==> src/rtl/spirw_pkg.sv <==
// types and constants shared by the spi register window slave
// no dependencies; compile first
package spirw_pkg;

  typedef logic [7:0] byte_t;
  typedef logic [2:0] req_code_t;

  localparam int CFG_W     = 9;
  localparam int COUNT_W   = 32;
  localparam int ADDR_BITS = 7;

  localparam req_code_t REQ_SEL_FALL = 3'd0;
  localparam req_code_t REQ_SPI_BYTE = 3'd1;
  localparam req_code_t REQ_SEL_RISE = 3'd2;
  localparam req_code_t REQ_LOCAL_RD = 3'd3;
  localparam req_code_t REQ_LOCAL_WR = 3'd4;

  localparam byte_t REPLY_MORE = 8'hA0;
  localparam byte_t ADDR_MASK  = 8'h7F;

  typedef enum logic [2:0] {
    OP_SEL_FALL,
    OP_SPI_BYTE,
    OP_SEL_RISE,
    OP_LOCAL_RD,
    OP_LOCAL_WR,
    OP_NONE
  } op_t;

  typedef struct packed {
    op_t   op;
    logic  in_range;
    byte_t rx_byte;
    byte_t local_addr;
    byte_t local_data;
  } cmd_t;

  typedef struct packed {
    logic               tx_valid;
    byte_t              tx_byte;
    byte_t              local_rd_data;
    logic [COUNT_W-1:0] write_count;
  } rsp_t;

endpackage

==> src/rtl/spirw_if.sv <==
// request and response channel interfaces with valid/ready handshake
// depends on spirw_pkg
interface spirw_req_if
  import spirw_pkg::*;
();
  logic      valid;
  logic      ready;
  req_code_t req_type;
  byte_t     rx_byte;
  byte_t     local_addr;
  byte_t     local_data;

  modport source(output valid, output req_type, output rx_byte, output local_addr,
                 output local_data, input ready);
  modport sink(input valid, input req_type, input rx_byte, input local_addr,
               input local_data, output ready);
endinterface

interface spirw_rsp_if
  import spirw_pkg::*;
();
  logic               valid;
  logic               ready;
  logic               tx_valid;
  byte_t              tx_byte;
  byte_t              local_rd_data;
  logic [COUNT_W-1:0] write_count;

  modport source(output valid, output tx_valid, output tx_byte, output local_rd_data,
                 output write_count, input ready);
  modport sink(input valid, input tx_valid, input tx_byte, input local_rd_data,
               input write_count, output ready);
endinterface

==> src/rtl/spirw_ram.sv <==
// generic single-port ram with registered read data
// no dependencies
module spirw_ram #(
  parameter int WIDTH = 8,
  parameter int DEPTH = 256
) (
  input  logic                                   clk,
  input  logic                                   we,
  input  logic [(DEPTH > 1 ? $clog2(DEPTH) : 1)-1:0] addr,
  input  logic [WIDTH-1:0]                       wdata,
  output logic [WIDTH-1:0]                       rdata
);

  logic [WIDTH-1:0] mem [DEPTH];

  always_ff @(posedge clk) begin
    if (we) begin
      mem[addr] <= wdata;
    end
    rdata <= mem[addr];
  end

endmodule

==> src/rtl/spirw_front.sv <==
// front end: takes request beats, decodes them into commands for the queue
// depends on spirw_pkg and spirw_req_if
module spirw_front
  import spirw_pkg::*;
#(
  parameter int WINDOW_DEPTH = 256
) (
  spirw_req_if.sink                      req,
  input  logic [$clog2(WINDOW_DEPTH+1)-1:0] len,
  input  logic                           hold,
  input  logic                           push_ready,
  output logic                           push_valid,
  output cmd_t                           push_cmd
);

  always_comb begin
    push_cmd.rx_byte    = req.rx_byte;
    push_cmd.local_addr = req.local_addr;
    push_cmd.local_data = req.local_data;
    push_cmd.in_range   = 32'(req.local_addr) < 32'(len);
    case (req.req_type)
      REQ_SEL_FALL: push_cmd.op = OP_SEL_FALL;
      REQ_SPI_BYTE: push_cmd.op = OP_SPI_BYTE;
      REQ_SEL_RISE: push_cmd.op = OP_SEL_RISE;
      REQ_LOCAL_RD: push_cmd.op = OP_LOCAL_RD;
      REQ_LOCAL_WR: push_cmd.op = OP_LOCAL_WR;
      default:      push_cmd.op = OP_NONE;
    endcase
  end

  // no beats taken while the window is being cleared
  assign req.ready  = push_ready && !hold;
  assign push_valid = req.valid && push_ready && !hold;

endmodule

==> src/rtl/spirw_queue.sv <==
// two-entry command queue between front and back end
// depends on spirw_pkg
module spirw_queue
  import spirw_pkg::*;
(
  input  logic clk,
  input  logic rst,
  input  logic push_valid,
  input  cmd_t push_cmd,
  output logic push_ready,
  input  logic pop,
  output logic pop_valid,
  output cmd_t pop_cmd
);

  cmd_t       entries [2];
  logic       wr_ptr;
  logic       rd_ptr;
  logic [1:0] count;

  assign push_ready = count != 2'd2;
  assign pop_valid  = count != 2'd0;
  assign pop_cmd    = entries[rd_ptr];

  always_ff @(posedge clk) begin
    if (rst) begin
      wr_ptr <= 1'b0;
      rd_ptr <= 1'b0;
      count  <= 2'd0;
    end else begin
      if (push_valid) begin
        entries[wr_ptr] <= push_cmd;
        wr_ptr          <= !wr_ptr;
      end
      if (pop) begin
        rd_ptr <= !rd_ptr;
      end
      if (push_valid && !pop) begin
        count <= count + 2'd1;
      end else if (pop && !push_valid) begin
        count <= count - 2'd1;
      end
    end
  end

endmodule

==> src/rtl/spirw_back.sv <==
// back end: executes commands against the window ram, holds transaction state
// depends on spirw_pkg and spirw_ram
module spirw_back
  import spirw_pkg::*;
#(
  parameter int WINDOW_DEPTH = 256
) (
  input  logic                              clk,
  input  logic                              rst,
  input  logic [$clog2(WINDOW_DEPTH+1)-1:0] len,
  input  logic                              q_valid,
  input  cmd_t                              q_cmd,
  output logic                              q_pop,
  output logic                              clearing,
  output logic                              out_valid,
  output rsp_t                              out_data,
  input  logic                              out_ready
);

  localparam int AW = (WINDOW_DEPTH > 1) ? $clog2(WINDOW_DEPTH) : 1;
  localparam int LW = $clog2(WINDOW_DEPTH + 1);

  typedef enum logic [2:0] {
    ST_CLEAR,
    ST_IDLE,
    ST_EXEC,
    ST_DIV,
    ST_ADDR,
    ST_RD_WAIT,
    ST_EMIT
  } state_t;

  state_t               state;
  cmd_t                 cmd;
  logic [AW-1:0]        position;
  logic                 write_flag;
  logic                 awaiting;
  logic [COUNT_W-1:0]   write_counter;
  logic [AW-1:0]        clr_addr;
  logic [LW-1:0]        rem;
  logic [ADDR_BITS-1:0] shreg;
  logic [2:0]           div_cnt;
  logic                 res_tx_valid;
  byte_t                res_tx;
  byte_t                res_lrd;

  logic          ram_we;
  logic [AW-1:0] ram_addr;
  byte_t         ram_wdata;
  byte_t         ram_rdata;
  logic [LW:0]   trial;

  function automatic logic [AW-1:0] next_pos(input logic [AW-1:0] p,
                                             input logic [LW-1:0] l);
    logic [LW-1:0] s;
    s = LW'(p) + LW'(1);
    return (s >= l) ? '0 : AW'(s);
  endfunction

  assign q_pop    = (state == ST_IDLE) && q_valid;
  assign clearing = state == ST_CLEAR;
  assign trial    = {rem, shreg[ADDR_BITS-1]};

  always_comb begin
    ram_we    = 1'b0;
    ram_addr  = position;
    ram_wdata = cmd.rx_byte;
    case (state)
      ST_CLEAR: begin
        ram_we    = 1'b1;
        ram_addr  = clr_addr;
        ram_wdata = '0;
      end
      ST_EXEC: begin
        case (cmd.op)
          OP_SPI_BYTE: ram_we = !awaiting && write_flag;
          OP_LOCAL_RD: ram_addr = AW'(cmd.local_addr);
          OP_LOCAL_WR: begin
            ram_addr  = AW'(cmd.local_addr);
            ram_we    = cmd.in_range;
            ram_wdata = cmd.local_data;
          end
          default: ram_we = 1'b0;
        endcase
      end
      ST_ADDR: ram_addr = AW'(rem);
      default: ram_we = 1'b0;
    endcase
  end

  spirw_ram #(
    .WIDTH(8),
    .DEPTH(WINDOW_DEPTH)
  ) u_ram (
    .clk  (clk),
    .we   (ram_we),
    .addr (ram_addr),
    .wdata(ram_wdata),
    .rdata(ram_rdata)
  );

  always_ff @(posedge clk) begin
    if (rst) begin
      state         <= ST_CLEAR;
      clr_addr      <= '0;
      position      <= '0;
      write_flag    <= 1'b0;
      awaiting      <= 1'b0;
      write_counter <= '0;
      out_valid     <= 1'b0;
    end else begin
      // in the emit state the output register is reloaded instead
      if (out_valid && out_ready && (state != ST_EMIT)) begin
        out_valid <= 1'b0;
      end
      case (state)
        ST_CLEAR: begin
          clr_addr <= clr_addr + AW'(1);
          if (clr_addr == AW'(WINDOW_DEPTH - 1)) begin
            state <= ST_IDLE;
          end
        end
        ST_IDLE: begin
          if (q_valid) begin
            cmd          <= q_cmd;
            res_tx_valid <= 1'b0;
            res_tx       <= '0;
            res_lrd      <= '0;
            // a length lowered mid-transaction leaves a stale position
            if (LW'(position) >= len) begin
              position <= '0;
            end
            state <= ST_EXEC;
          end
        end
        ST_EXEC: begin
          case (cmd.op)
            OP_SEL_FALL: begin
              awaiting <= 1'b1;
              state    <= ST_EMIT;
            end
            OP_SEL_RISE: begin
              if (write_flag) begin
                write_counter <= write_counter + COUNT_W'(1);
              end
              state <= ST_EMIT;
            end
            OP_SPI_BYTE: begin
              res_tx_valid <= 1'b1;
              if (awaiting) begin
                awaiting   <= 1'b0;
                write_flag <= cmd.rx_byte[7];
                rem        <= '0;
                shreg      <= ADDR_BITS'(cmd.rx_byte & ADDR_MASK);
                div_cnt    <= '0;
                state      <= ST_DIV;
              end else begin
                position <= next_pos(position, len);
                if (write_flag) begin
                  res_tx <= REPLY_MORE;
                  state  <= ST_EMIT;
                end else begin
                  state <= ST_RD_WAIT;
                end
              end
            end
            OP_LOCAL_RD: begin
              if (cmd.in_range) begin
                state <= ST_RD_WAIT;
              end else begin
                state <= ST_EMIT;
              end
            end
            default: state <= ST_EMIT;
          endcase
        end
        ST_DIV: begin
          // restoring remainder, one address bit a cycle
          if (trial >= {1'b0, len}) begin
            rem <= LW'(trial - {1'b0, len});
          end else begin
            rem <= LW'(trial);
          end
          shreg   <= shreg << 1;
          div_cnt <= div_cnt + 3'd1;
          if (div_cnt == 3'(ADDR_BITS - 1)) begin
            state <= ST_ADDR;
          end
        end
        ST_ADDR: begin
          if (write_flag) begin
            position <= AW'(rem);
            res_tx   <= REPLY_MORE;
            state    <= ST_EMIT;
          end else begin
            position <= next_pos(AW'(rem), len);
            state    <= ST_RD_WAIT;
          end
        end
        ST_RD_WAIT: begin
          if (cmd.op == OP_SPI_BYTE) begin
            res_tx <= ram_rdata;
          end else begin
            res_lrd <= ram_rdata;
          end
          state <= ST_EMIT;
        end
        ST_EMIT: begin
          if (!out_valid || out_ready) begin
            out_valid              <= 1'b1;
            out_data.tx_valid      <= res_tx_valid;
            out_data.tx_byte       <= res_tx;
            out_data.local_rd_data <= res_lrd;
            out_data.write_count   <= write_counter;
            state                  <= ST_IDLE;
          end
        end
        default: state <= ST_IDLE;
      endcase
    end
  end

  a_no_pop_while_clearing: assert property (@(posedge clk) disable iff (rst)
    (state == ST_CLEAR) |-> !q_pop)
    else $error("command taken during clearing pass");

  a_position_in_window: assert property (@(posedge clk) disable iff (rst)
    (state == ST_EMIT) |-> (LW'(position) < len))
    else $error("position outside window");

  a_remainder_bound: assert property (@(posedge clk) disable iff (rst)
    (state == ST_DIV || state == ST_ADDR) |-> (rem < len))
    else $error("address remainder not reduced");

  a_counter_only_on_rise: assert property (@(posedge clk) disable iff (rst)
    !(state == ST_EXEC && cmd.op == OP_SEL_RISE) |=> $stable(write_counter))
    else $error("write counter moved without select rise");

  a_reply_excludes_local: assert property (@(posedge clk) disable iff (rst)
    (out_valid && out_data.tx_valid) |-> (out_data.local_rd_data == '0))
    else $error("spi reply carries local read data");

endmodule

==> src/rtl/spi_register_window_slave.sv <==
// spi register window slave: a beat passes the execute and emit states, with a ram read
// state between for a window read; an address byte first runs the 7-step remainder loop
// and the address state, plus the read state in read mode; the back end takes one beat at
// a time, the two-entry queue takes beats until full; reset clears the window ram one
// entry a cycle, taking no beat meanwhile; configuration writes are taken at any time
// depends on spirw_pkg, spirw_if, spirw_front, spirw_queue, spirw_back
module spi_register_window_slave
  import spirw_pkg::*;
#(
  parameter int WINDOW_DEPTH = 256
) (
  input  logic             clk,
  input  logic             rst,
  input  logic             cfg_we,
  input  logic [CFG_W-1:0] cfg_wdata,
  spirw_req_if.sink        req,
  spirw_rsp_if.source      rsp
);

  localparam int LW = $clog2(WINDOW_DEPTH + 1);

  logic [LW-1:0] len;
  logic          bad_len;
  logic          push_valid;
  logic          push_ready;
  cmd_t          push_cmd;
  logic          q_valid;
  logic          q_pop;
  cmd_t          q_cmd;
  logic          clearing;
  rsp_t          out_data;

  // out-of-range lengths fall back to the full window
  assign bad_len = (cfg_wdata == '0) || (32'(cfg_wdata) > 32'(WINDOW_DEPTH));

  always_ff @(posedge clk) begin
    if (rst) begin
      len <= LW'(WINDOW_DEPTH);
    end else if (cfg_we) begin
      len <= bad_len ? LW'(WINDOW_DEPTH) : LW'(cfg_wdata);
    end
  end

  spirw_front #(
    .WINDOW_DEPTH(WINDOW_DEPTH)
  ) u_front (
    .req       (req),
    .len       (len),
    .hold      (clearing),
    .push_ready(push_ready),
    .push_valid(push_valid),
    .push_cmd  (push_cmd)
  );

  spirw_queue u_queue (
    .clk       (clk),
    .rst       (rst),
    .push_valid(push_valid),
    .push_cmd  (push_cmd),
    .push_ready(push_ready),
    .pop       (q_pop),
    .pop_valid (q_valid),
    .pop_cmd   (q_cmd)
  );

  spirw_back #(
    .WINDOW_DEPTH(WINDOW_DEPTH)
  ) u_back (
    .clk      (clk),
    .rst      (rst),
    .len      (len),
    .q_valid  (q_valid),
    .q_cmd    (q_cmd),
    .q_pop    (q_pop),
    .clearing (clearing),
    .out_valid(rsp.valid),
    .out_data (out_data),
    .out_ready(rsp.ready)
  );

  assign rsp.tx_valid      = out_data.tx_valid;
  assign rsp.tx_byte       = out_data.tx_byte;
  assign rsp.local_rd_data = out_data.local_rd_data;
  assign rsp.write_count   = out_data.write_count;

endmodule

==> src/flat_wrapper.sv <==
// flat-port wrapper written by rule: the top's interface ports become plain ports
module spi_register_window_slave_flat import spirw_pkg::*;
#(
  parameter int WINDOW_DEPTH = 256
)
  (clk, rst, cfg_we, cfg_wdata, req_valid, req_req_type, req_rx_byte, req_local_addr, req_local_data, req_ready, rsp_valid, rsp_tx_valid, rsp_tx_byte, rsp_local_rd_data, rsp_write_count, rsp_ready);
  spirw_req_if req_i ();
  spirw_rsp_if rsp_i ();
  input  logic clk;
  input  logic rst;
  input  logic cfg_we;
  input  logic [CFG_W-1:0] cfg_wdata;
  input wire logic [$bits(req_i.valid)-1:0] req_valid;
  input wire logic [$bits(req_i.req_type)-1:0] req_req_type;
  input wire logic [$bits(req_i.rx_byte)-1:0] req_rx_byte;
  input wire logic [$bits(req_i.local_addr)-1:0] req_local_addr;
  input wire logic [$bits(req_i.local_data)-1:0] req_local_data;
  output wire logic [$bits(req_i.ready)-1:0] req_ready;
  output wire logic [$bits(rsp_i.valid)-1:0] rsp_valid;
  output wire logic [$bits(rsp_i.tx_valid)-1:0] rsp_tx_valid;
  output wire logic [$bits(rsp_i.tx_byte)-1:0] rsp_tx_byte;
  output wire logic [$bits(rsp_i.local_rd_data)-1:0] rsp_local_rd_data;
  output wire logic [$bits(rsp_i.write_count)-1:0] rsp_write_count;
  input wire logic [$bits(rsp_i.ready)-1:0] rsp_ready;
  assign req_i.valid = req_valid;
  assign req_i.req_type = req_req_type;
  assign req_i.rx_byte = req_rx_byte;
  assign req_i.local_addr = req_local_addr;
  assign req_i.local_data = req_local_data;
  assign req_ready = req_i.ready;
  assign rsp_valid = rsp_i.valid;
  assign rsp_tx_valid = rsp_i.tx_valid;
  assign rsp_tx_byte = rsp_i.tx_byte;
  assign rsp_local_rd_data = rsp_i.local_rd_data;
  assign rsp_write_count = rsp_i.write_count;
  assign rsp_i.ready = rsp_ready;
  spi_register_window_slave #(.WINDOW_DEPTH(WINDOW_DEPTH)) u_core (.clk(clk), .rst(rst), .cfg_we(cfg_we), .cfg_wdata(cfg_wdata), .req(req_i), .rsp(rsp_i));
endmodule
==> config.mk <==
export PLATFORM = sky130hd
export DESIGN_NAME = spi_register_window_slave_flat
export DESIGN_NICKNAME = d
export VERILOG_FILES = /design/src/rtl/spirw_pkg.sv /design/src/rtl/spirw_if.sv /design/src/rtl/spirw_ram.sv /design/src/rtl/spirw_front.sv /design/src/rtl/spirw_queue.sv /design/src/rtl/spirw_back.sv /design/src/rtl/spi_register_window_slave.sv /design/src/flat_wrapper.sv
export SDC_FILE = /design/constraint.sdc
export NUM_CORES = 2
export LEC_CHECK = 0
export ABC_AREA = 1
export ABC_CLOCK_PERIOD_IN_PS = 5940
export BUFFER_PORTS_ARGS = -buffer_cell sky130_fd_sc_hd__buf_2
export CAP_MARGIN = 10
export CORE_ASPECT_RATIO = 1.5
export CORE_MARGIN = 2
export CORE_UTILIZATION = 35
export CTS_CLUSTER_DIAMETER = 80
export CTS_CLUSTER_SIZE = 20
export DETAILED_ROUTE_END_ITERATION = 10
export PLACE_DENSITY_LB_ADDON = 0.05
export SLEW_MARGIN = 20
export SYNTH_ARGS = -nofsm -noshare
export SYNTH_HDL_FRONTEND = slang
export SYNTH_HIERARCHICAL = 1
export SYNTH_SLANG_ARGS = --single-unit
==> constraint.sdc <==
create_clock -name clk -period 5.94 [get_ports clk]
set_input_delay 0.891 -clock clk [delete_from_list [all_inputs] [get_ports clk]]
set_output_delay 0.891 -clock clk [all_outputs]
set_load 0.05 [all_outputs]
# Yosys cells after proc, flatten, opt, wreduce, memory -nomap -nowiden
# Memory sizes are Yosys's and may differ from the RTL's. A register that Yosys moved wholly into a read port is not among the register bits.
# Index checks and enable logic that the tools add are counted.
[totals] in_bits=41 mem_count=2 out_inout_bits=51 ramBits=2104 register_bits=152
[classes] eq_ne=28 n_mux=57 reduce_logical=42 magnitude_cmp=6 n_addsub=8 bitwise=1
[mem_list] name="u_core.u_back.u_ram.mem" depth=256 word_bits=8 read_ports=1 rd_ports_with_merged_regs=1 wr=1 line="spirw_ram.sv:14" text="logic [WIDTH-1:0] mem [DEPTH];"
[mem_list] name="u_core.u_queue.entries" depth=2 word_bits=28 read_ports=1 rd_ports_with_merged_regs=1 wr=1 line="spirw_queue.sv:16" text="cmd_t entries [2];"
[ops] operator="2-to-1 mux 8 bit" count=15
[ops] operator="one-hot mux 8 bit (3 select lines)" count=2
[ops] operator="2-to-1 mux 9 bit" count=4
[ops] operator="adder 32 x 1 -> 32 bit, second input constant" count=1
[ops] operator="one-hot mux 8 bit (2 select lines)" count=2
[ops] operator="one-hot mux 8 bit (4 select lines)" count=1
[ops] operator="2-to-1 mux 3 bit" count=7
[ops] operator="one-hot mux 3 bit (7 select lines)" count=1
[ops] operator="inequality test 2 bit, second input constant" count=10
[ops] operator="adder 8 x 1 -> 9 bit, second input constant" count=2
[ops] operator="equality test 3 x 2 -> 1 bit, second input constant" count=6
[ops] operator="equality test 3 bit, second input constant" count=6
[ops] operator=">= comparator 9 bit" count=2
[ops] operator="one-hot mux 9 bit (2 select lines)" count=1
[ops] operator="AND reduction 4 bit" count=4
[ops] operator="one-hot mux 3 bit (5 select lines)" count=1
[ops] operator="2-to-1 mux 7 bit" count=2
[ops] operator="one-hot mux 7 bit (2 select lines)" count=1
[ops] operator="one-hot mux 3 bit (2 select lines)" count=2
[ops] operator="AND reduction 3 bit" count=4
[ops] operator="nonzero test 2 bit" count=6
[ops] operator=">= comparator 10 x 9 -> 1 bit" count=1
[ops] operator="2-to-1 mux 1 bit" count=10
[ops] operator="equality test 3 x 1 -> 1 bit, second input constant" count=3
[ops] operator="25 further kinds" count=48

# Logic depth before layout (Yosys ltp)
[depth] word_depth=7 mapped_depth=24 mapped_depth_nobuf=20

# Cells and area by module
# The synthesis kept the hierarchy.
[by_module_without_submodules] mod="spirw_ram" cells_each=8021 area_each_um2=84856.4 seq_area_each_um2=61659.1 instances=1
[by_module_without_submodules] mod="spirw_back" cells_each=1011 area_each_um2=8768.4 seq_area_each_um2=4474.3 instances=1
[by_module_without_submodules] mod="spirw_queue" cells_each=121 area_each_um2=2354.8 seq_area_each_um2=1781.7 instances=1
[by_module_without_submodules] mod="spirw_front" cells_each=73 area_each_um2=442.9 seq_area_each_um2=0.0 instances=1
[by_module_without_submodules] mod="spi_register_window_slave" cells_each=46 area_each_um2=360.3 seq_area_each_um2=180.2 instances=1

# Worst setup path after synthesis
# No wires, ideal clock.
[synth_timing] path_type="register -> register" startpoint="register u_core/u_back/cmd[25] (netlist bit)" endpoint="memory u_core.u_back.u_ram.mem[0][0], data pin" t_required_ns=5.118 path_stages_with_launch=5 arrival_ns=4.120 n_path_buf=1 slack_ns=0.998 path_cell_list="edfxtp_1 -> nor3_1 -> clkbuf_1 -> nand3_1 -> nand2_1"
[synth_via] elab_chain_cells=3
[synth_rtl] item="start, declared" line="spirw_back.sv:34" text="cmd_t cmd;"
[synth_rtl] item="start signal, assigned" line="spirw_back.sv:125" text="cmd <= q_cmd;"
[synth_rtl] item="equality test 3 bit" line="spirw_back.sv:75" text="case (cmd.op)"
[synth_rtl] item="2-to-1 mux 8 bit" line="spirw_back.sv:75"
[synth_rtl] item="one-hot mux 8 bit (2 select lines)" line="spirw_back.sv:68" text="case (state)"
[synth_rtl] item="net u_core.u_back.ram_wdata[0]" line="spirw_back.sv:49" text="byte_t ram_wdata;"
[synth_rtl] item="end, declared" line="spirw_ram.sv:14"
# The timed path passes the listed nets, and every way through them passes these cells.

# Worst setup path after layout
[layout_timing] startpoint="register u_core.u_back.state[2]" endpoint="register u_core.u_back.u_ram.rdata[3], read port of u_core.u_back.u_ram.mem"
[layout_via] elab_chain_cells=2 elab_cells_between_ends=4
[layout_rtl] item="start, declared" line="spirw_back.sv:33" text="state_t state;"
[layout_rtl] item="start signal, assigned" line="spirw_back.sv:104" text="state <= ST_CLEAR;"
[layout_rtl] item="start signal, assigned" line="spirw_back.sv:120" text="state <= ST_IDLE;"
[layout_rtl] item="start signal, assigned" line="spirw_back.sv:133" text="state <= ST_EXEC;"
[layout_rtl] item="logical NOT 3 bit"
[layout_rtl] item="net u_core.clearing" line="spi_register_window_slave.sv:30" text="logic clearing;"
[layout_rtl] item="one-hot mux 8 bit (3 select lines)" line="spirw_back.sv:68"
[layout_rtl] item="net u_core.u_back.ram_addr[0]" line="spirw_back.sv:48" text="logic [AW-1:0] ram_addr;"
[layout_rtl] item="end, declared" line="spirw_ram.sv:11" text="output logic [WIDTH-1:0] rdata"
# The timed path passes the listed nets, and every way through them passes these cells.
# A chain may end at the register's enable or synchronous reset.

==> metrics.txt <==
# TYPE chip_impl_metric gauge
chip_impl_info{name="outcome",value="complete, no violations"} 1
chip_impl_info{name="cts-root-buf",value="sky130_fd_sc_hd__clkbuf_16"} 1
chip_impl_metric{name="ys.warnings.count",unit=""} 6
chip_impl_metric{name="ir_drop",unit="mV"} 0.430
chip_impl_metric{name="synth.yosys.seq_area_share",unit="%"} 70.4
chip_impl_metric{name="detail_route.vias_per_cell",unit=""} 4.88
chip_impl_metric{name="worstPathRequired",unit="ns"} 6.62
chip_impl_metric{name="min_period_over_period",unit="%"} 96.9
chip_impl_info{name="ys_dominant_reg_cell",value="sky130_fd_sc_hd__edfxtp_1"} 1
chip_impl_metric{name="power.combinational.fraction",unit="%"} 36.1
chip_impl_metric{name="drt_drc_violations_left",unit=""} 0
chip_impl_info{name="timing.rr.end",value="u_core/u_back/u_ram/rdata[3]$_DFF_P_"} 1
chip_impl_metric{name="finalHoldWorstSlack",unit="ns"} 0.223
chip_impl_metric{name="p_sw_share",unit="%"} 39.9
chip_impl_metric{name="gr-usage-all-layers",unit="%"} 22.1
chip_impl_info{name="layout.cells.most_common_list",value="sky130_fd_sc_hd__nand2_1, sky130_fd_sc_hd__edfxtp_1, sky130_fd_sc_hd__nor2_1"} 1
chip_impl_info{name="critical_path.startpoint_type",value="register"} 1
chip_impl_metric{name="antenna_found_initial",unit=""} 7
chip_impl_metric{name="crit_path_max_fanout",unit=""} 80
chip_impl_metric{name="grt_max_degree",unit=""} 196
chip_impl_info{name="critPathKind",value="register to register"} 1
chip_impl_metric{name="detail_route.iter0.violations",unit=""} 4540
chip_impl_metric{name="via_count_of_the_first_global_routing_pass",unit=""} 64300
chip_impl_metric{name="yosysUniqueCellTypes",unit=""} 52
chip_impl_metric{name="power_density",unit="mW/mm²"} 434
chip_impl_metric{name="avgRoutedWirePerCell",unit="µm"} 24.1
chip_impl_metric{name="worstMarginPinSlew",unit="ns"} 1.18
chip_impl_metric{name="cts.hold.buffers_added",unit=""} 0
chip_impl_metric{name="ff2ff_setup_slack",unit="ns"} 0.18
chip_impl_info{name="holdCritPathClass",value="input pin to register"} 1
chip_impl_metric{name="placed_insts",unit=""} 12800
chip_impl_metric{name="cts-htree-levels",unit=""} 4
chip_impl_metric{name="io_buffer_count",unit=""} 91
chip_impl_metric{name="finClkSkew",unit="ns"} 0.0433
chip_impl_info{name="unrepaired_setup_endpoints_after_global_routing",value="false"} 1
chip_impl_metric{name="maxSlewHeadroom",unit="%"} 21.6
chip_impl_metric{name="clk_latency",unit="ns"} 0.87
chip_impl_metric{name="final_layout_size_suffix_gt1_share",unit="%"} 6.58
chip_impl_metric{name="cts.path.max_buffers",unit=""} 4
chip_impl_metric{name="worst_setup_hold_path_clk_slew",unit="ns"} 0.09
chip_impl_metric{name="post_layout_nonfiller_instances",unit=""} 13000
chip_impl_metric{name="fp-row-count",unit=""} 236
chip_impl_metric{name="area_growth_syn_to_layout",unit="%"} 9.82
chip_impl_metric{name="achievable-frequency",unit="MHz"} 174
chip_impl_metric{name="max_cap_violations",unit=""} 0
chip_impl_metric{name="remaining_global_route_overflow",unit=""} 0
chip_impl_metric{name="internal-power",unit="mW"} 27.7
chip_impl_metric{name="timing.final.max_slew_violations",unit=""} 0
chip_impl_metric{name="p_clk_share",unit="%"} 22.1
chip_impl_info{name="hold_path_startpoint",value="req_local_data[0]"} 1
chip_impl_info{name="layout_commonest_cell",value="sky130_fd_sc_hd__nand2_1"} 1
chip_impl_info{name="worst_hold_path.endpoint",value="u_core/u_queue/entries[0][0]$_DFFE_PP_"} 1
chip_impl_metric{name="clock_sink_count",unit=""} 2293
chip_impl_metric{name="grt_pass1_wl",unit="mm"} 454
chip_impl_metric{name="dr_total_vias",unit=""} 63600
chip_impl_metric{name="syn_avg_cell_area",unit="µm²"} 10.4
chip_impl_metric{name="p_switching",unit="mW"} 18.4
chip_impl_metric{name="drt.antenna.violating_nets",unit=""} 0
chip_impl_info{name="crit_path_frequent_cell",value="sky130_fd_sc_hd__nand2_1"} 1
chip_impl_metric{name="die_w",unit="µm"} 433
chip_impl_metric{name="power.static_leakage",unit="nW"} 41.5
chip_impl_metric{name="start_util",unit="%"} 35.2
chip_impl_metric{name="synthCells",unit=""} 9272
chip_impl_info{name="crit_path_start",value="u_core/u_back/state[2]$_SDFFE_PP0P_"} 1
chip_impl_metric{name="min_period",unit="ns"} 5.76
chip_impl_metric{name="drt_pre_antenna_iters",unit=""} 6
chip_impl_metric{name="final.setup.tns",unit="ns"} 0
chip_impl_metric{name="synth.ff_latch_count",unit=""} 2293
chip_impl_info{name="cp_slowest_cell",value="sky130_fd_sc_hd__o221ai_4"} 1
chip_impl_info{name="cts_tree",value="yes"} 1
chip_impl_metric{name="setup_viol",unit=""} 0
chip_impl_metric{name="crit_arrival",unit="ns"} 6.44
chip_impl_metric{name="postSynthNetCount",unit=""} 9364
chip_impl_metric{name="edff_count_synth",unit=""} 2217
chip_impl_metric{name="number_of_buffers_added_by_the_clock_tree_synthesis_step",unit=""} 144
chip_impl_metric{name="netlist_area",unit="mm²"} 0.0968
chip_impl_metric{name="dieArea",unit="mm²"} 0.281
chip_impl_info{name="timing.rr.start",value="u_core/u_back/state[2]$_SDFFE_PP0P_"} 1
chip_impl_metric{name="fill_cells",unit=""} 27100
chip_impl_metric{name="final_hpwl_from_detailed_placement",unit="mm"} 193
chip_impl_metric{name="worst_reg_to_reg_cells",unit=""} 21
chip_impl_metric{name="floorplan.die.height",unit="µm"} 648
chip_impl_metric{name="timing.critical_path.slowest_cell_delay",unit="ns"} 0.67
chip_impl_metric{name="hold_fails_final_rpt",unit=""} 0
chip_impl_metric{name="seq_power_share",unit="%"} 41.8
chip_impl_metric{name="finish.net_count",unit=""} 9377
chip_impl_metric{name="floorplan.io_pins",unit=""} 92
chip_impl_metric{name="worstHoldPathCells",unit=""} 1
chip_impl_info{name="cp-end-kind",value="register"} 1
chip_impl_metric{name="gpl.final_weighted_congestion",unit=""} 0.863
chip_impl_metric{name="design.core.area",unit="mm²"} 0.275
chip_impl_info{name="crit_path_cell_trace",value="inv_2 > nand2_2 > nor2_4 > inv_2 > a21oi_2 > o221ai_4 > inv_8 > buf_12 > buf_12 > nand2_1 > nand2_1 > nand2_1 > nand3_1 > nand2_1 > nand2_1 > o21ai_1 > nand2_1 > nor2_1 > nor2_1 > nor2_2 > nand2_1"} 1
chip_impl_metric{name="wirelength",unit="mm"} 314
chip_impl_metric{name="post-cts-setup-buffers",unit=""} 0
chip_impl_metric{name="ys_async_sr_fraction",unit="%"} 0
power by group through the flow:
stage | combinational (mW) | clock, mW | sequential, mW
6_report | 16.7 | 10.2 | 19.3
5_1_grt | 18.5 | 11.0 | 19.3
4_1_cts | 17.1 | 10.5 | 19.3
3_5_place_dp | 17.0 | 0 | 19.7
3_3_place_gp | 17.1 | 0 | 19.7
2_1_floorplan | 9.87 | 0 | 20.0
timing repair:
action	4_1_cts	5_1_grt
setup endpoints to repair	0	5
resized for setup	0	5
endpoints found under the hold margin	0	0
worst max-delay path, delay by kind of cell (launching register included):
family                 cells  cell delay (ns)
buffers and inverters      5             1.32
DFF                        1             0.58
and+or+nand+nor           13             2.32
AOI/OAI and AO/OA          3             1.09
how the worst max path moves through the flow:
stage / to / cells after the start / slack [ns]
after floorplan: u_core/u_back/u_ram/mem[0][0]$_DFFE_PP_ / 4 / 1.0
after CTS: u_core/u_back/u_ram/rdata[0]$_DFF_P_ / 21 / 0.04
after global placement: u_core/u_back/u_ram/rdata[3]$_DFF_P_ / 21 / 0.13
after detailed placement: u_core/u_back/u_ram/rdata[0]$_DFF_P_ / 21 / 0.08
final: u_core/u_back/u_ram/rdata[3]$_DFF_P_ / 21 / 0.18
after global routing: u_core/u_back/u_ram/rdata[5]$_DFF_P_ / 21 / 0.009
synth_stat cells (2+ instances only):
| library cell | number | area, µm² |
|---|---|---|
| sky130_fd_sc_hd__buf_4 | 32 | 240 |
| sky130_fd_sc_hd__xnor2_1 | 9 | 78.8 |
| sky130_fd_sc_hd__inv_2 | 13 | 48.8 |
| sky130_fd_sc_hd__clkbuf_1 | 185 | 694 |
| sky130_fd_sc_hd__xor2_1 | 22 | 193 |
| sky130_fd_sc_hd__nor3_1 | 24 | 120 |
| sky130_fd_sc_hd__nor4_2 | 2 | 25.0 |
| sky130_fd_sc_hd__inv_4 | 2 | 12.5 |
| sky130_fd_sc_hd__nand3b_1 | 4 | 30.0 |
| sky130_fd_sc_hd__nor4_4 | 2 | 42.5 |
| sky130_fd_sc_hd__nand2_2 | 5 | 31.3 |
| sky130_fd_sc_hd__mux2_4 | 20 | 300 |
| sky130_fd_sc_hd__a21oi_1 | 109 | 546 |
| sky130_fd_sc_hd__buf_6 | 10 | 113 |
| sky130_fd_sc_hd__dfxtp_1 | 76 | 1520 |
| sky130_fd_sc_hd__a21o_1 | 4 | 30.0 |
| sky130_fd_sc_hd__mux2_2 | 8 | 90.1 |
| sky130_fd_sc_hd__buf_2 | 186 | 931 |
| sky130_fd_sc_hd__nor2_1 | 466 | 1750 |
| sky130_fd_sc_hd__nand4_1 | 12 | 75.1 |
| sky130_fd_sc_hd__nand3_1 | 259 | 1300 |
| sky130_fd_sc_hd__a31oi_1 | 4 | 25.0 |
| sky130_fd_sc_hd__o221ai_1 | 8 | 70.1 |
| sky130_fd_sc_hd__ha_1 | 50 | 626 |
| sky130_fd_sc_hd__and3_1 | 2 | 12.5 |
| sky130_fd_sc_hd__a211oi_1 | 5 | 37.5 |
| sky130_fd_sc_hd__nand2_1 | 5057 | 19000 |
| sky130_fd_sc_hd__buf_12 | 2 | 40.0 |
| sky130_fd_sc_hd__nor3b_1 | 4 | 30.0 |
| sky130_fd_sc_hd__inv_1 | 186 | 698 |
| sky130_fd_sc_hd__buf_1 | 53 | 199 |
| sky130_fd_sc_hd__nor2_2 | 4 | 25.0 |
| sky130_fd_sc_hd__nor2_4 | 4 | 45.0 |
| sky130_fd_sc_hd__edfxtp_1 | 2217 | 66600 |
| sky130_fd_sc_hd__o22ai_1 | 5 | 31.3 |
| sky130_fd_sc_hd__o21ai_0 | 84 | 420 |
| sky130_fd_sc_hd__o21ai_1 | 122 | 611 |
registers in the layout (all words and copies together) (netlist names), 2 cells and up, named ones only:
register,count
u_core/u_queue/count,2
u_core/u_back/rem,9
u_core/u_back/position,8
u_core/u_back/out_data,49
u_core/u_back/write_counter,32
u_core/u_back/clr_addr,8
u_core/u_back/res_tx,8
u_core/u_back/shreg,7
u_core/u_back/u_ram/rdata,8
u_core/len,9
u_core/u_back/div_cnt,3
u_core/u_back/res_lrd,8
u_core/u_queue/entries,56
u_core/u_back/u_ram/mem,2048
u_core/u_back/cmd,28
u_core/u_back/state,3
cell type report:
cell class / instances / area (µm²) / area share, %
flip-flops and latches: 2293 / 68100 / 64.1
clock inverters: 14 / 149 / 0.140
well taps: 3689 / 4620 / 4.34
diodes: 3 / 7.51 / 0.00706
multi-input cells: 6310 / 26000 / 24.4
clock buffers: 178 / 3870 / 3.64
inverters: 201 / 788 / 0.742
repair buffers: 335 / 2800 / 2.63
routing by layer:
| layer | track usage, % | share of wire [%] |
|---|---|---|
| met1 | 26.8 | 41 |
| met2 | 41.0 | 53 |
| met3 | 2.00 | 3.4 |
| met4 | 7.03 | 3.2 |
| met5 | 0 | 0 |
cell families after synthesis:
kind of cell / count (synthesis) / share of synthesized area (%)
fa+ha+maj: 51 / 0.667
flops: 2293 / 70.4
compound gates: 349 / 1.91
buf+inv: 669 / 3.08
mux: 28 / 0.403
xor+xnor: 31 / 0.281
simple gates: 5851 / 23.3
per-stage QoR:
step           worst slack [ns]  cell area (µm²)  power [mW]  util, %
3_5_place_dp             0.0809           102000        36.7     37.2
2_1_floorplan             0.998            96800        29.8        -
6_report                  0.182           106000        46.1     38.6
5_1_grt                 0.00882           106000        48.8     38.6
4_1_cts                  0.0437           106000        46.9     38.6
3_3_place_gp              0.132           102000        36.8     37.1
No activity file was read; power rests on OpenSTA's default activity.
